$ cat src/hdl/nli_pkg.sv
// Package for the large-ideal extractor.
// Holds word types, queue sizing and register index codes.
// No dependencies.
package nli_pkg;

	// register indexes on the configuration port
	localparam logic [1:0] REG_FILTMIN_RAT = 2'd0;
	localparam logic [1:0] REG_FILTMIN_ALG = 2'd1;
	localparam logic [1:0] REG_SMALL_LIM   = 2'd2;

	// command queue between front and back
	localparam int QDEPTH = 4;
	localparam int QAW    = 2;

	localparam logic [31:0] SIGN_ROOT = 32'hffffffff;
	localparam logic [30:0] SIGN_HALF = 31'h7fffffff;

	typedef struct packed {
		logic signed [63:0] rel_a;
		logic [31:0]        rel_b;
		logic [31:0]        factor_value;
		logic               side;
		logic               first_of_relation;
		logic               last_of_relation;
	} nli_in_t;

	typedef struct packed {
		logic        has_ideal;
		logic [31:0] ideal_root;
		logic [30:0] ideal_prime_half;
		logic        ideal_side;
		logic        relation_done;
		logic [8:0]  ideal_tally;
		logic [15:0] small_ideal_count;
		logic        overflow;
	} nli_out_t;

	typedef struct packed {
		logic [31:0] filtmin_rational;
		logic [31:0] filtmin_algebraic;
		logic [31:0] small_prime_limit;
	} nli_cfg_t;

	// classified word handed from front to back
	typedef struct packed {
		nli_out_t           res;
		logic               need_alg;
		logic signed [63:0] rel_a;
		logic [31:0]        rel_b;
		logic [31:0]        prime;
	} nli_cmd_t;

endpackage

$ cat src/hdl/nli_front.sv
// Front end: classifies each accepted word and keeps the per-relation counts.
// Depends on nli_pkg.
module nli_front #(
	parameter int MAX_IDEALS = 256
) (
	input  logic              clk,
	input  logic              arst_n,
	input  logic              in_accept,
	input  nli_pkg::nli_in_t  in_word,
	input  nli_pkg::nli_cfg_t cfg,
	output logic              enq,
	output nli_pkg::nli_cmd_t cmd
);
	localparam int IW = $clog2(MAX_IDEALS + 1);
	localparam logic [IW-1:0] MAXI = IW'(MAX_IDEALS);

	logic [31:0]   free_prime_q;
	logic [IW-1:0] ideals_q;
	logic [15:0]   small_q;
	logic          ovf_q;

	logic [IW-1:0] ideals_c, ideals_n;
	logic [15:0]   small_c, small_n;
	logic          ovf_c, ovf_n;
	logic [31:0]   free_n, p, root;
	logic [30:0]   half;
	logic          emit, want, count, iside, need_alg;
	logic [IW+8:0] ideals_ext;

	// classification and count update
	always_comb begin
		ideals_c = in_word.first_of_relation ? '0 : ideals_q;
		small_c  = in_word.first_of_relation ? '0 : small_q;
		ovf_c    = in_word.first_of_relation ? 1'b0 : ovf_q;
		ideals_n = ideals_c;
		ovf_n    = ovf_c;
		free_n   = free_prime_q;
		emit     = 1'b0;
		want     = 1'b0;
		count    = 1'b0;
		iside    = 1'b0;
		need_alg = 1'b0;
		root     = '0;
		p        = in_word.factor_value;
		half     = '0;
		if (in_word.rel_b == '0) begin
			if (in_word.first_of_relation) begin
				free_n = in_word.factor_value;
				if (p > cfg.filtmin_rational) begin
					emit = 1'b1;
					root = p;
				end else if (p > cfg.small_prime_limit) begin
					count = 1'b1;
				end
			end else begin
				p = free_prime_q;
				iside = 1'b1;
				if (p > cfg.filtmin_algebraic) begin
					emit = 1'b1;
					root = in_word.factor_value;
				end else if (p > cfg.small_prime_limit) begin
					count = 1'b1;
				end
			end
			half = 31'((p - 32'd1) >> 1);
			if (emit && ideals_c < MAXI) begin
				ideals_n = ideals_c + IW'(1);
			end
		end else if (!ovf_c) begin
			half = 31'((p - 32'd1) >> 1);
			if (!in_word.side) begin
				if (p == '0 && cfg.filtmin_rational == '0) begin
					want = 1'b1;
					root = nli_pkg::SIGN_ROOT;
					half = nli_pkg::SIGN_HALF;
				end else if (p > cfg.filtmin_rational) begin
					want = 1'b1;
					root = p;
				end else if (p > cfg.small_prime_limit) begin
					count = 1'b1;
				end
			end else begin
				iside = 1'b1;
				if (p > cfg.filtmin_algebraic) begin
					want = 1'b1;
					need_alg = 1'b1;
				end else if (p > cfg.small_prime_limit) begin
					count = 1'b1;
				end
			end
			if (want) begin
				if (ideals_c >= MAXI) begin
					ovf_n = 1'b1;
				end else begin
					emit = 1'b1;
					ideals_n = ideals_c + IW'(1);
				end
			end
		end
		small_n = (count && small_c != 16'hffff) ? small_c + 16'd1 : small_c;
	end

	assign ideals_ext = {9'd0, ideals_n};
	assign enq = in_accept && (emit || in_word.last_of_relation);

	// command word; ideal fields are zero when nothing is emitted
	always_comb begin
		cmd.res.has_ideal         = emit;
		cmd.res.ideal_root        = emit ? root : '0;
		cmd.res.ideal_prime_half  = emit ? half : '0;
		cmd.res.ideal_side        = emit ? iside : 1'b0;
		cmd.res.relation_done     = in_word.last_of_relation;
		cmd.res.ideal_tally       = ideals_ext[8:0];
		cmd.res.small_ideal_count = small_n;
		cmd.res.overflow          = ovf_n;
		cmd.need_alg              = emit && need_alg;
		cmd.rel_a                 = in_word.rel_a;
		cmd.rel_b                 = in_word.rel_b;
		cmd.prime                 = p;
	end

	// relation state
	always_ff @(posedge clk or negedge arst_n) begin
		if (!arst_n) begin
			free_prime_q <= '0;
			ideals_q     <= '0;
			small_q      <= '0;
			ovf_q        <= 1'b0;
		end else if (in_accept) begin
			free_prime_q <= free_n;
			ideals_q     <= ideals_n;
			small_q      <= small_n;
			ovf_q        <= ovf_n;
		end
	end

endmodule

$ cat src/hdl/nli_fifo.sv
// Short command queue between front and back.
// Depends on nli_pkg.
module nli_fifo (
	input  logic              clk,
	input  logic              arst_n,
	input  logic              wr,
	input  nli_pkg::nli_cmd_t wdata,
	input  logic              rd,
	output nli_pkg::nli_cmd_t rdata,
	output logic              full,
	output logic              nempty
);
	nli_pkg::nli_cmd_t        mem_q [nli_pkg::QDEPTH];
	logic [nli_pkg::QAW-1:0]  wp_q, rp_q;
	logic [nli_pkg::QAW:0]    cnt_q;

	assign full   = cnt_q == (nli_pkg::QAW+1)'(nli_pkg::QDEPTH);
	assign nempty = cnt_q != '0;
	assign rdata  = mem_q[rp_q];

	// storage
	always_ff @(posedge clk) begin
		if (wr) begin
			mem_q[wp_q] <= wdata;
		end
	end

	// pointers and fill
	always_ff @(posedge clk or negedge arst_n) begin
		if (!arst_n) begin
			wp_q  <= '0;
			rp_q  <= '0;
			cnt_q <= '0;
		end else begin
			if (wr) wp_q <= wp_q + 1'b1;
			if (rd) rp_q <= rp_q + 1'b1;
			cnt_q <= cnt_q + (nli_pkg::QAW+1)'(wr) - (nli_pkg::QAW+1)'(rd);
		end
	end

endmodule

$ cat src/hdl/nli_back.sv
// Back end: computes the algebraic root a*b^-1 mod p with bit-serial units, or p when b has no inverse.
// Depends on nli_pkg.
module nli_back (
	input  logic              clk,
	input  logic              arst_n,
	input  logic              cmd_valid,
	input  nli_pkg::nli_cmd_t cmd,
	output logic              cmd_pop,
	output logic              res_valid,
	output nli_pkg::nli_out_t res,
	input  logic              res_ready
);
	localparam logic [2:0] ST_IDLE = 3'd0;
	localparam logic [2:0] ST_RED  = 3'd1;
	localparam logic [2:0] ST_PREP = 3'd2;
	localparam logic [2:0] ST_ECHK = 3'd3;
	localparam logic [2:0] ST_EDIV = 3'd4;
	localparam logic [2:0] ST_MUL  = 3'd5;
	localparam logic [2:0] ST_DONE = 3'd6;

	logic [2:0]         state_q;
	nli_pkg::nli_out_t  res_q;
	logic [31:0]        p_q, ra_q, rb_q, bsh_q, am_q;
	logic [63:0]        amag_q;
	logic               neg_q;
	logic [5:0]         cnt_q;
	logic [31:0]        r0_q, r1_q, drem_q, dnum_q, mul_q, inv_q;
	logic signed [34:0] s0_q, s1_q, dacc_q;

	logic [32:0]        ta, tb, td, tm;
	logic [31:0]        ra_n, rb_n, drem_n, mul_n;
	logic signed [34:0] dacc_n, inv_full;
	logic [32:0]        tm2;

	// restoring reduction steps for a and b
	always_comb begin
		ta   = {ra_q, amag_q[63]};
		ra_n = (ta >= {1'b0, p_q}) ? 32'(ta - {1'b0, p_q}) : ta[31:0];
		tb   = {rb_q, bsh_q[31]};
		rb_n = (tb >= {1'b0, p_q}) ? 32'(tb - {1'b0, p_q}) : tb[31:0];
	end

	// one quotient bit of r0 / r1, accumulating q * s1 alongside
	always_comb begin
		td = {drem_q, dnum_q[31]};
		if (td >= {1'b0, r1_q}) begin
			drem_n = 32'(td - {1'b0, r1_q});
			dacc_n = (dacc_q <<< 1) + s1_q;
		end else begin
			drem_n = td[31:0];
			dacc_n = dacc_q <<< 1;
		end
	end

	// one step of interleaved modular multiply am * inv
	always_comb begin
		tm  = {mul_q, 1'b0};
		if (tm >= {1'b0, p_q}) tm = tm - {1'b0, p_q};
		tm2 = inv_q[31] ? tm + {1'b0, am_q} : tm;
		mul_n = (tm2 >= {1'b0, p_q}) ? 32'(tm2 - {1'b0, p_q}) : tm2[31:0];
	end

	assign inv_full  = (s0_q < 0) ? s0_q + 35'(p_q) : s0_q;
	assign cmd_pop   = (state_q == ST_IDLE) && cmd_valid;
	assign res_valid = state_q == ST_DONE;
	assign res       = res_q;

	// sequencer
	always_ff @(posedge clk or negedge arst_n) begin
		if (!arst_n) begin
			state_q <= ST_IDLE;
			cnt_q   <= '0;
		end else begin
			unique case (state_q)
				ST_IDLE: begin
					cnt_q <= '0;
					if (cmd_valid) state_q <= cmd.need_alg ? ST_RED : ST_DONE;
				end
				ST_RED: begin
					cnt_q <= cnt_q + 6'd1;
					if (cnt_q == 6'd63) state_q <= ST_PREP;
				end
				ST_PREP: state_q <= (rb_q == '0) ? ST_DONE : ST_ECHK;
				ST_ECHK: begin
					cnt_q <= '0;
					if (r1_q != '0) state_q <= ST_EDIV;
					else if (r0_q != 32'd1) state_q <= ST_DONE;
					else state_q <= ST_MUL;
				end
				ST_EDIV: begin
					cnt_q <= cnt_q + 6'd1;
					if (cnt_q == 6'd31) state_q <= ST_ECHK;
				end
				ST_MUL: begin
					cnt_q <= cnt_q + 6'd1;
					if (cnt_q == 6'd31) state_q <= ST_DONE;
				end
				ST_DONE: if (res_ready) state_q <= ST_IDLE;
				default: state_q <= ST_IDLE;
			endcase
		end
	end

	// datapath
	always_ff @(posedge clk) begin
		unique case (state_q)
			ST_IDLE: begin
				res_q  <= cmd.res;
				p_q    <= cmd.prime;
				neg_q  <= cmd.rel_a[63];
				amag_q <= cmd.rel_a[63] ? 64'(-cmd.rel_a) : cmd.rel_a;
				bsh_q  <= cmd.rel_b;
				ra_q   <= '0;
				rb_q   <= '0;
			end
			ST_RED: begin
				ra_q   <= ra_n;
				amag_q <= amag_q << 1;
				if (!cnt_q[5]) begin
					rb_q  <= rb_n;
					bsh_q <= bsh_q << 1;
				end
			end
			ST_PREP: begin
				am_q <= neg_q ? ((ra_q != '0) ? p_q - ra_q : '0) : ra_q;
				r0_q <= p_q;
				r1_q <= rb_q;
				s0_q <= '0;
				s1_q <= 35'sd1;
				if (rb_q == '0) res_q.ideal_root <= p_q;
			end
			ST_ECHK: begin
				drem_q <= '0;
				dnum_q <= r0_q;
				dacc_q <= '0;
				mul_q  <= '0;
				inv_q  <= inv_full[31:0];
				if (r1_q == '0 && r0_q != 32'd1) res_q.ideal_root <= p_q;
			end
			ST_EDIV: begin
				drem_q <= drem_n;
				dnum_q <= dnum_q << 1;
				dacc_q <= dacc_n;
				if (cnt_q == 6'd31) begin
					r0_q <= r1_q;
					r1_q <= drem_n;
					s0_q <= s1_q;
					s1_q <= s0_q - dacc_n;
				end
			end
			ST_MUL: begin
				mul_q <= mul_n;
				inv_q <= inv_q << 1;
				if (cnt_q == 6'd31) res_q.ideal_root <= mul_n;
			end
			default: ;
		endcase
	end

endmodule

$ cat src/hdl/nfs_large_ideal_extractor.sv
// Top level of the large-ideal extractor: config registers, front, queue, back
// and the result register. Depends on nli_pkg, nli_front, nli_fifo, nli_back.
//
//  channel   handshake          payload
//  input     push / full        in_word  (nli_in_t)
//  result    empty / pop        out_word (nli_out_t)
//  config    psel/penable/...   paddr, pwdata, prdata
//
// The front takes a word every cycle while the four-deep queue has room.
// Words with a plain result pass straight from idle to done in the back. An
// algebraic ideal needs the reduction of a and b, the Euclid steps of the
// inverse, the modular multiply and the sequencing, all in the back unit.
// Reset clears counts, registers and queues; either side may stall freely.
module nfs_large_ideal_extractor #(
	parameter int MAX_IDEALS = 256
) (
	input  logic              clk,
	input  logic              arst_n,
	input  logic              push,
	output logic              full,
	input  nli_pkg::nli_in_t  in_word,
	output logic              empty,
	input  logic              pop,
	output nli_pkg::nli_out_t out_word,
	input  logic              psel,
	input  logic              penable,
	input  logic              pwrite,
	input  logic [3:0]        paddr,
	input  logic [31:0]       pwdata,
	output logic [31:0]       prdata,
	output logic              pready
);
	nli_pkg::nli_cfg_t cfg_q;
	nli_pkg::nli_cmd_t enq_cmd, deq_cmd;
	nli_pkg::nli_out_t back_res, out_q;
	logic              enq, q_full, q_nempty, deq, back_valid, back_ready, out_valid_q;
	logic              in_accept;

	assign pready    = 1'b1;
	assign full      = q_full;
	assign in_accept = push && !q_full;

	// configuration writes
	always_ff @(posedge clk or negedge arst_n) begin
		if (!arst_n) begin
			cfg_q <= '0;
		end else if (psel && penable && pwrite) begin
			unique case (paddr[3:2])
				nli_pkg::REG_FILTMIN_RAT: cfg_q.filtmin_rational  <= pwdata;
				nli_pkg::REG_FILTMIN_ALG: cfg_q.filtmin_algebraic <= pwdata;
				nli_pkg::REG_SMALL_LIM:   cfg_q.small_prime_limit <= pwdata;
				default: ;
			endcase
		end
	end

	// register readback
	always_comb begin
		unique case (paddr[3:2])
			nli_pkg::REG_FILTMIN_RAT: prdata = cfg_q.filtmin_rational;
			nli_pkg::REG_FILTMIN_ALG: prdata = cfg_q.filtmin_algebraic;
			nli_pkg::REG_SMALL_LIM:   prdata = cfg_q.small_prime_limit;
			default:                  prdata = '0;
		endcase
	end

	nli_front #(.MAX_IDEALS(MAX_IDEALS)) u_front (
		.clk(clk), .arst_n(arst_n), .in_accept(in_accept), .in_word(in_word),
		.cfg(cfg_q), .enq(enq), .cmd(enq_cmd)
	);

	nli_fifo u_fifo (
		.clk(clk), .arst_n(arst_n), .wr(enq), .wdata(enq_cmd), .rd(deq),
		.rdata(deq_cmd), .full(q_full), .nempty(q_nempty)
	);

	nli_back u_back (
		.clk(clk), .arst_n(arst_n), .cmd_valid(q_nempty), .cmd(deq_cmd),
		.cmd_pop(deq), .res_valid(back_valid), .res(back_res), .res_ready(back_ready)
	);

	// result register
	assign back_ready = !out_valid_q || pop;
	assign empty      = !out_valid_q;
	assign out_word   = out_q;

	always_ff @(posedge clk or negedge arst_n) begin
		if (!arst_n) begin
			out_valid_q <= 1'b0;
		end else if (back_ready) begin
			out_valid_q <= back_valid;
		end
	end

	always_ff @(posedge clk) begin
		if (back_ready && back_valid) out_q <= back_res;
	end

	a_no_enq_when_full: assert property (@(posedge clk) disable iff (!arst_n)
		q_full |-> !enq) else $error("queue overrun");

	a_result_held: assert property (@(posedge clk) disable iff (!arst_n)
		(!empty && !pop) |=> (!empty && $stable(out_word)))
		else $error("result word lost");

	a_empty_fields: assert property (@(posedge clk) disable iff (!arst_n)
		(!empty && !out_word.has_ideal) |->
		(out_word.ideal_root == '0 && out_word.ideal_side == 1'b0))
		else $error("fields set without ideal");

endmodule
$ cat config.mk
export PLATFORM = sky130hd
export DESIGN_NAME = nfs_large_ideal_extractor
export DESIGN_NICKNAME = d
export VERILOG_FILES = /design/src/hdl/nli_pkg.sv /design/src/hdl/nli_front.sv /design/src/hdl/nli_fifo.sv /design/src/hdl/nli_back.sv /design/src/hdl/nfs_large_ideal_extractor.sv
export SDC_FILE = /design/constraint.sdc
export NUM_CORES = 2
export LEC_CHECK = 0
export ABC_CLOCK_PERIOD_IN_PS = 17300
export BUFFER_PORTS_ARGS = -buffer_cell sky130_fd_sc_hd__buf_2
export CELL_PAD_IN_SITES_DETAIL_PLACEMENT = 1
export CELL_PAD_IN_SITES_GLOBAL_PLACEMENT = 1
export CORE_MARGIN = 2
export CORE_UTILIZATION = 40
export DETAILED_ROUTE_END_ITERATION = 7
export PLACE_DENSITY = 0.65
export SLEW_MARGIN = 25
export SYNTH_ARGS = -nofsm -noshare
export SYNTH_HDL_FRONTEND = slang
export SYNTH_SLANG_ARGS = --single-unit
$ cat constraint.sdc
create_clock -name clk -period 17.3 [get_ports clk]
set_input_delay 4.325 -clock clk [delete_from_list [all_inputs] [get_ports clk]]
set_output_delay 4.325 -clock clk [all_outputs]
set_load 0.02 [all_outputs]
==> results.yml <==
timing:
  timing.fmax_mhz: 88.1
  layout_worst_path_cycle_share: 0.656
  final_critical_path_setup_slack_ns: 5.95
  clock_skew_ns: 0.0718
  final_hold_violation_count: 0
  final_setup_violating_endpoints: 0
  setup_tns_ns: 0
  slew_violations: 0
  holdWs_ns: 0.412
  grt_setup_unrepaired: "false"
  max_slew.worst_pin.slew_ns: 1.13
  maxSlewHeadroom: 0.248
  layout_min_cycle_time_ns: 11.35
die:
  die_area_mm2: 0.236
  core-area_mm2: 0.232
  floorplan.die.height_um: 486
  top_level_ports: 301
  fp.dieW_um: 486
  initial_core_util: 0.401
  std_cell_rows: 177
setup_path:
  end_kind: "register"
  worst_r2r_endpoint: "u_back.mul_q[31]$_SDFFCE_PN0P_"
  timing.setup.critical_path_class: "reg -> reg"
  crit_required_ns: 17.90
  crit_path_max_fanout: 24
  reg2regPathDepth: 30
  cp-start-kind: "register"
  crit_path_start: "u_back.p_q[6]$_DFFE_PP_"
  cpMaxStageDelayCell: "nand3_1"
  crit_path_max_incr_delay_ns: 0.88
  cell_family_contributing_the_most_delay_on_the_critical_path: "compound AO/OA/AOI/OAI gates"
  arrival_ns: 11.95
  ff2ff_setup_slack_ns: 5.95
  critPathCapture: "u_back.mul_q[31]$_SDFFCE_PN0P_"
  crit_cells: 30
  crit-reg2reg-launch: "u_back.p_q[6]$_DFFE_PP_"
  path_buf_inv: 4
final_layout:
  area_of_the_multi_input_gates_mm2: 0.0388
  drive_gt1_frac: 0.135
  nNetsFinal: 8651
  fillCellCount: 24300
  flow.area_growth_from_synthesis_pct: 12.5
  final_core_area_utilization: 0.451
  ff_latch_area_mm2: 0.0520
  fin_area_mm2: 0.105
power:
  power_density_mw_per_mm2: 99.8
  p_sw_mw: 2.63
  internal_power_mw: 7.81
  leakagePower_nw: 38.6
  switching_share: 0.252
  worst_ir_drop_vdd_mv: 0.0914
  power_share_of_the_combinational_group: 0.098
  pwr-share-seq: 0.496
  power.share.clock: 0.406
grt:
  gr_busiest_metal: "met2"
  met3_usage: 0.0288
  grt_pass1_wl_um: 429000
  grt.overflow.total: 0
  globalRouteMet2Util: 0.396
  first_global_vias: 67100
  antenna_found_initial: 27
  globalRouteTotalUtil: 0.238
  largest_net_degree_at_the_start_of_global_routing: 141
  gr-usage-met1: 0.325
routing:
  drt_pass1_iterations: 6
  postRouteAntennaNets: 0
  post_drt_wl_per_cell_um: 25.6
  vias: 64800
  drc: 0
  route.final.wire_length_um: 286000
  via_per_inst: 5.80
  drt_first_iter_violations: 4542
clocking:
  post_cts_buffers: 0
  cts.path.max_buffers: 3
  cts-buffers-inserted: 191
  worstSkewPairLatency_ns: 0.87
  post_cts_resized: 0
  clock_tree_from_tritoncts: "done"
  clock_tree.root_cell: "clkbuf_16"
  postCtsHoldBufs: 0
  tritoncts_num_sinks: 1760
  clkTransAtPathRegs_ns: 0.06
  ctsHtreeMaxLevel: 4
logic_synthesis:
  synth.cell_area_mm2: 0.0930
  synth_flop_cell: "edfxtp_1"
  synth.area.top_cells: "edfxtp_1, ha_1, mux4_2, dfrtp_1, nand2_1"
  synth_edf_count: 1589
  synth.top_cell.area_share: 0.513
  netlist_instances: 7718
  synth.lib_cells_used.distinct: 90
  synthArstFlopShare: 0.0972
  seq_area_frac_synth: 0.559
  count_of_yosys_warnings_during_synthesis: 0
  cell_type_with_the_highest_aggregate_area_in_the_netlist: "edfxtp_1"
  syn_nets: 8397
  synthesis.area_per_instance_um2: 12.0
  ys_seq_elements: 1760
place:
  detailed_place_hpwl_um: 202000
  dpl-instance-area_mm2: 0.0981
  port-buffer-count: 297
  routabilityCongestion: 0.928
  place_worst_setup_slack_ns: 6.45
run_status:
  status: "completed"
run:
  max_cap_viol_count: 0
min_path:
  worstHoldPathType: "reg -> reg"
## synth_stat cells, drive strengths merged (30+ instances only)
cell type	n
a31oi	61
a21o	199
o211ai	82
nor4	87
xnor2	229
o22ai	39
mux2i	136
a22oi	49
nor2b	55
nor3	107
xor2	154
a21oi	451
dfrtp	171
nand2	772
edfxtp	1589
and3	85
nand3	145
nand2b	57
nor2	581
mux2	114
o21a	66
nand4	106
a211oi	76
mux4	220
buf	64
and2	32
o21ai	503
ha	494
o21bai	32
inv	313
or3	53
clkbuf	267
o31ai	30
## placed cells by master (no fill, tap or decap), types with 52 or more instances in the layout
master	synthesis	final
edfxtp_1	1589	1589
nand2_1	772	769
nor2_1	581	572
ha_1	494	494
a21oi_1	451	450
o21ai_0	448	445
inv_1	310	310
buf_2	13	295
xnor2_1	229	228
mux4_2	220	220
a21o_1	199	199
clkbuf_16	0	191
dfrtp_1	171	168
xor2_1	154	153
nand3_1	145	145
mux2i_1	136	136
mux2_2	113	113
nand4_1	106	106
nor3_1	106	102
buf_4	3	88
nor4_1	86	85
and3_1	85	84
o211ai_1	82	82
a211oi_1	76	75
o21a_1	66	66
a31oi_1	61	61
nand2b_1	57	57
nor2b_1	55	54
or3_1	52	52
o21ai_1	55	52
## worst reg2reg max path, delay by kind of cell, from the launching register on
family	cells	cell delay (ns)
adder cells (fa/ha/maj)	3	1.22
multiplexers	1	0.61
buffers and inverters	4	1.24
AND/OR/NAND/NOR	5	1.57
AO/OA/AOI/OAI	17	5.77
flip-flops	1	0.66
## per-layer routing
layer | wire length [µm] | up-vias
met1 | 127000 | 33200
met5 | 155 | -
met4 | 8580 | 26
met2 | 137000 | 1451
li1 | - | 29800
met3 | 12800 | 380
## state kept, by name (all words and copies together), names as in the netlist, 6 cells and up
signal                count
u_back.am_q              32
u_back.inv_q             32
u_back.ra_q              32
u_back.mul_q             32
u_back.bsh_q             32
u_front.small_q          16
u_back.r1_q              32
u_back.amag_q            64
u_back.cnt_q              6
cfg_q                    96
u_back.p_q               32
out_word                 92
u_front.ideals_q          9
u_back.res               92
u_back.dnum_q            32
u_back.s0_q              35
u_back.s1_q              35
u_back.dacc_q            34
u_back.rb_q              32
u_front.free_prime_q     32
u_back.drem_q            32
u_back.r0_q              32
u_fifo.mem_q            884
## how the worst min path moves through the flow
| stage | from | end | slack (ns) | depth (start not counted) |
|---|---|---|---|---|
| floorplan | u_back.res[0]$_DFFE_PP_ | out_word[0]$_DFFE_PP_ | 0.40 | 0 |
| global placement | u_back.res[41]$_DFFE_PP_ | out_word[41]$_DFFE_PP_ | 0.41 | 0 |
| detailed placement | u_back.res[26]$_DFFE_PP_ | out_word[26]$_DFFE_PP_ | 0.41 | 0 |
| CTS | u_back.res[89]$_DFFE_PP_ | out_word[89]$_DFFE_PP_ | 0.42 | 0 |
| global route | u_back.res[80]$_DFFE_PP_ | out_word[80]$_DFFE_PP_ | 0.42 | 0 |
| finish | u_back.res[89]$_DFFE_PP_ | out_word[89]$_DFFE_PP_ | 0.41 | 0 |
## per-stage QoR
stage / instances / power, mW
2_1_floorplan: 7718 / 5.91
3_3_place_gp: 10800 / 6.23
3_5_place_dp: 10800 / 6.30
4_1_cts: 11200 / 10.5
5_1_grt: 11200 / 10.8
6_report: 11200 / 10.4
## cell families after synthesis
group                    count (synthesis)  share of synthesized area
multiplexers                           470                     0.0817
flip-flops                            1760                      0.559
buffers and inverters                  644                     0.0264
AO/OA/AOI/OAI                         1776                      0.119
other                                    1                  0.0000403
XOR/XNOR                               383                     0.0361
AND/OR/NAND/NOR                       2179                      0.109
adder cells (fa/ha/maj)                505                     0.0688
## power groups by stage
stage / sequential [mW] / combinational (mW) / clock, mW
global route: 5.21 / 1.13 / 4.46
CTS: 5.18 / 1.04 / 4.32
global placement: 5.23 / 0.993 / 0
floorplan: 5.28 / 0.628 / 0
finish: 5.18 / 1.03 / 4.23
detailed placement: 5.27 / 1.03 / 0
## cell type report
cell class / instances / area share
sequential: 1760 / 0.497
multi-input combinational: 5314 / 0.371
clock buffer: 224 / 0.0470
tap: 3043 / 0.0364
timing repair buffer: 392 / 0.0220
clock inverter: 131 / 0.0155
inverter: 313 / 0.0112
antenna: 5 / 0.000120
Power figures use the tool's default switching activity.
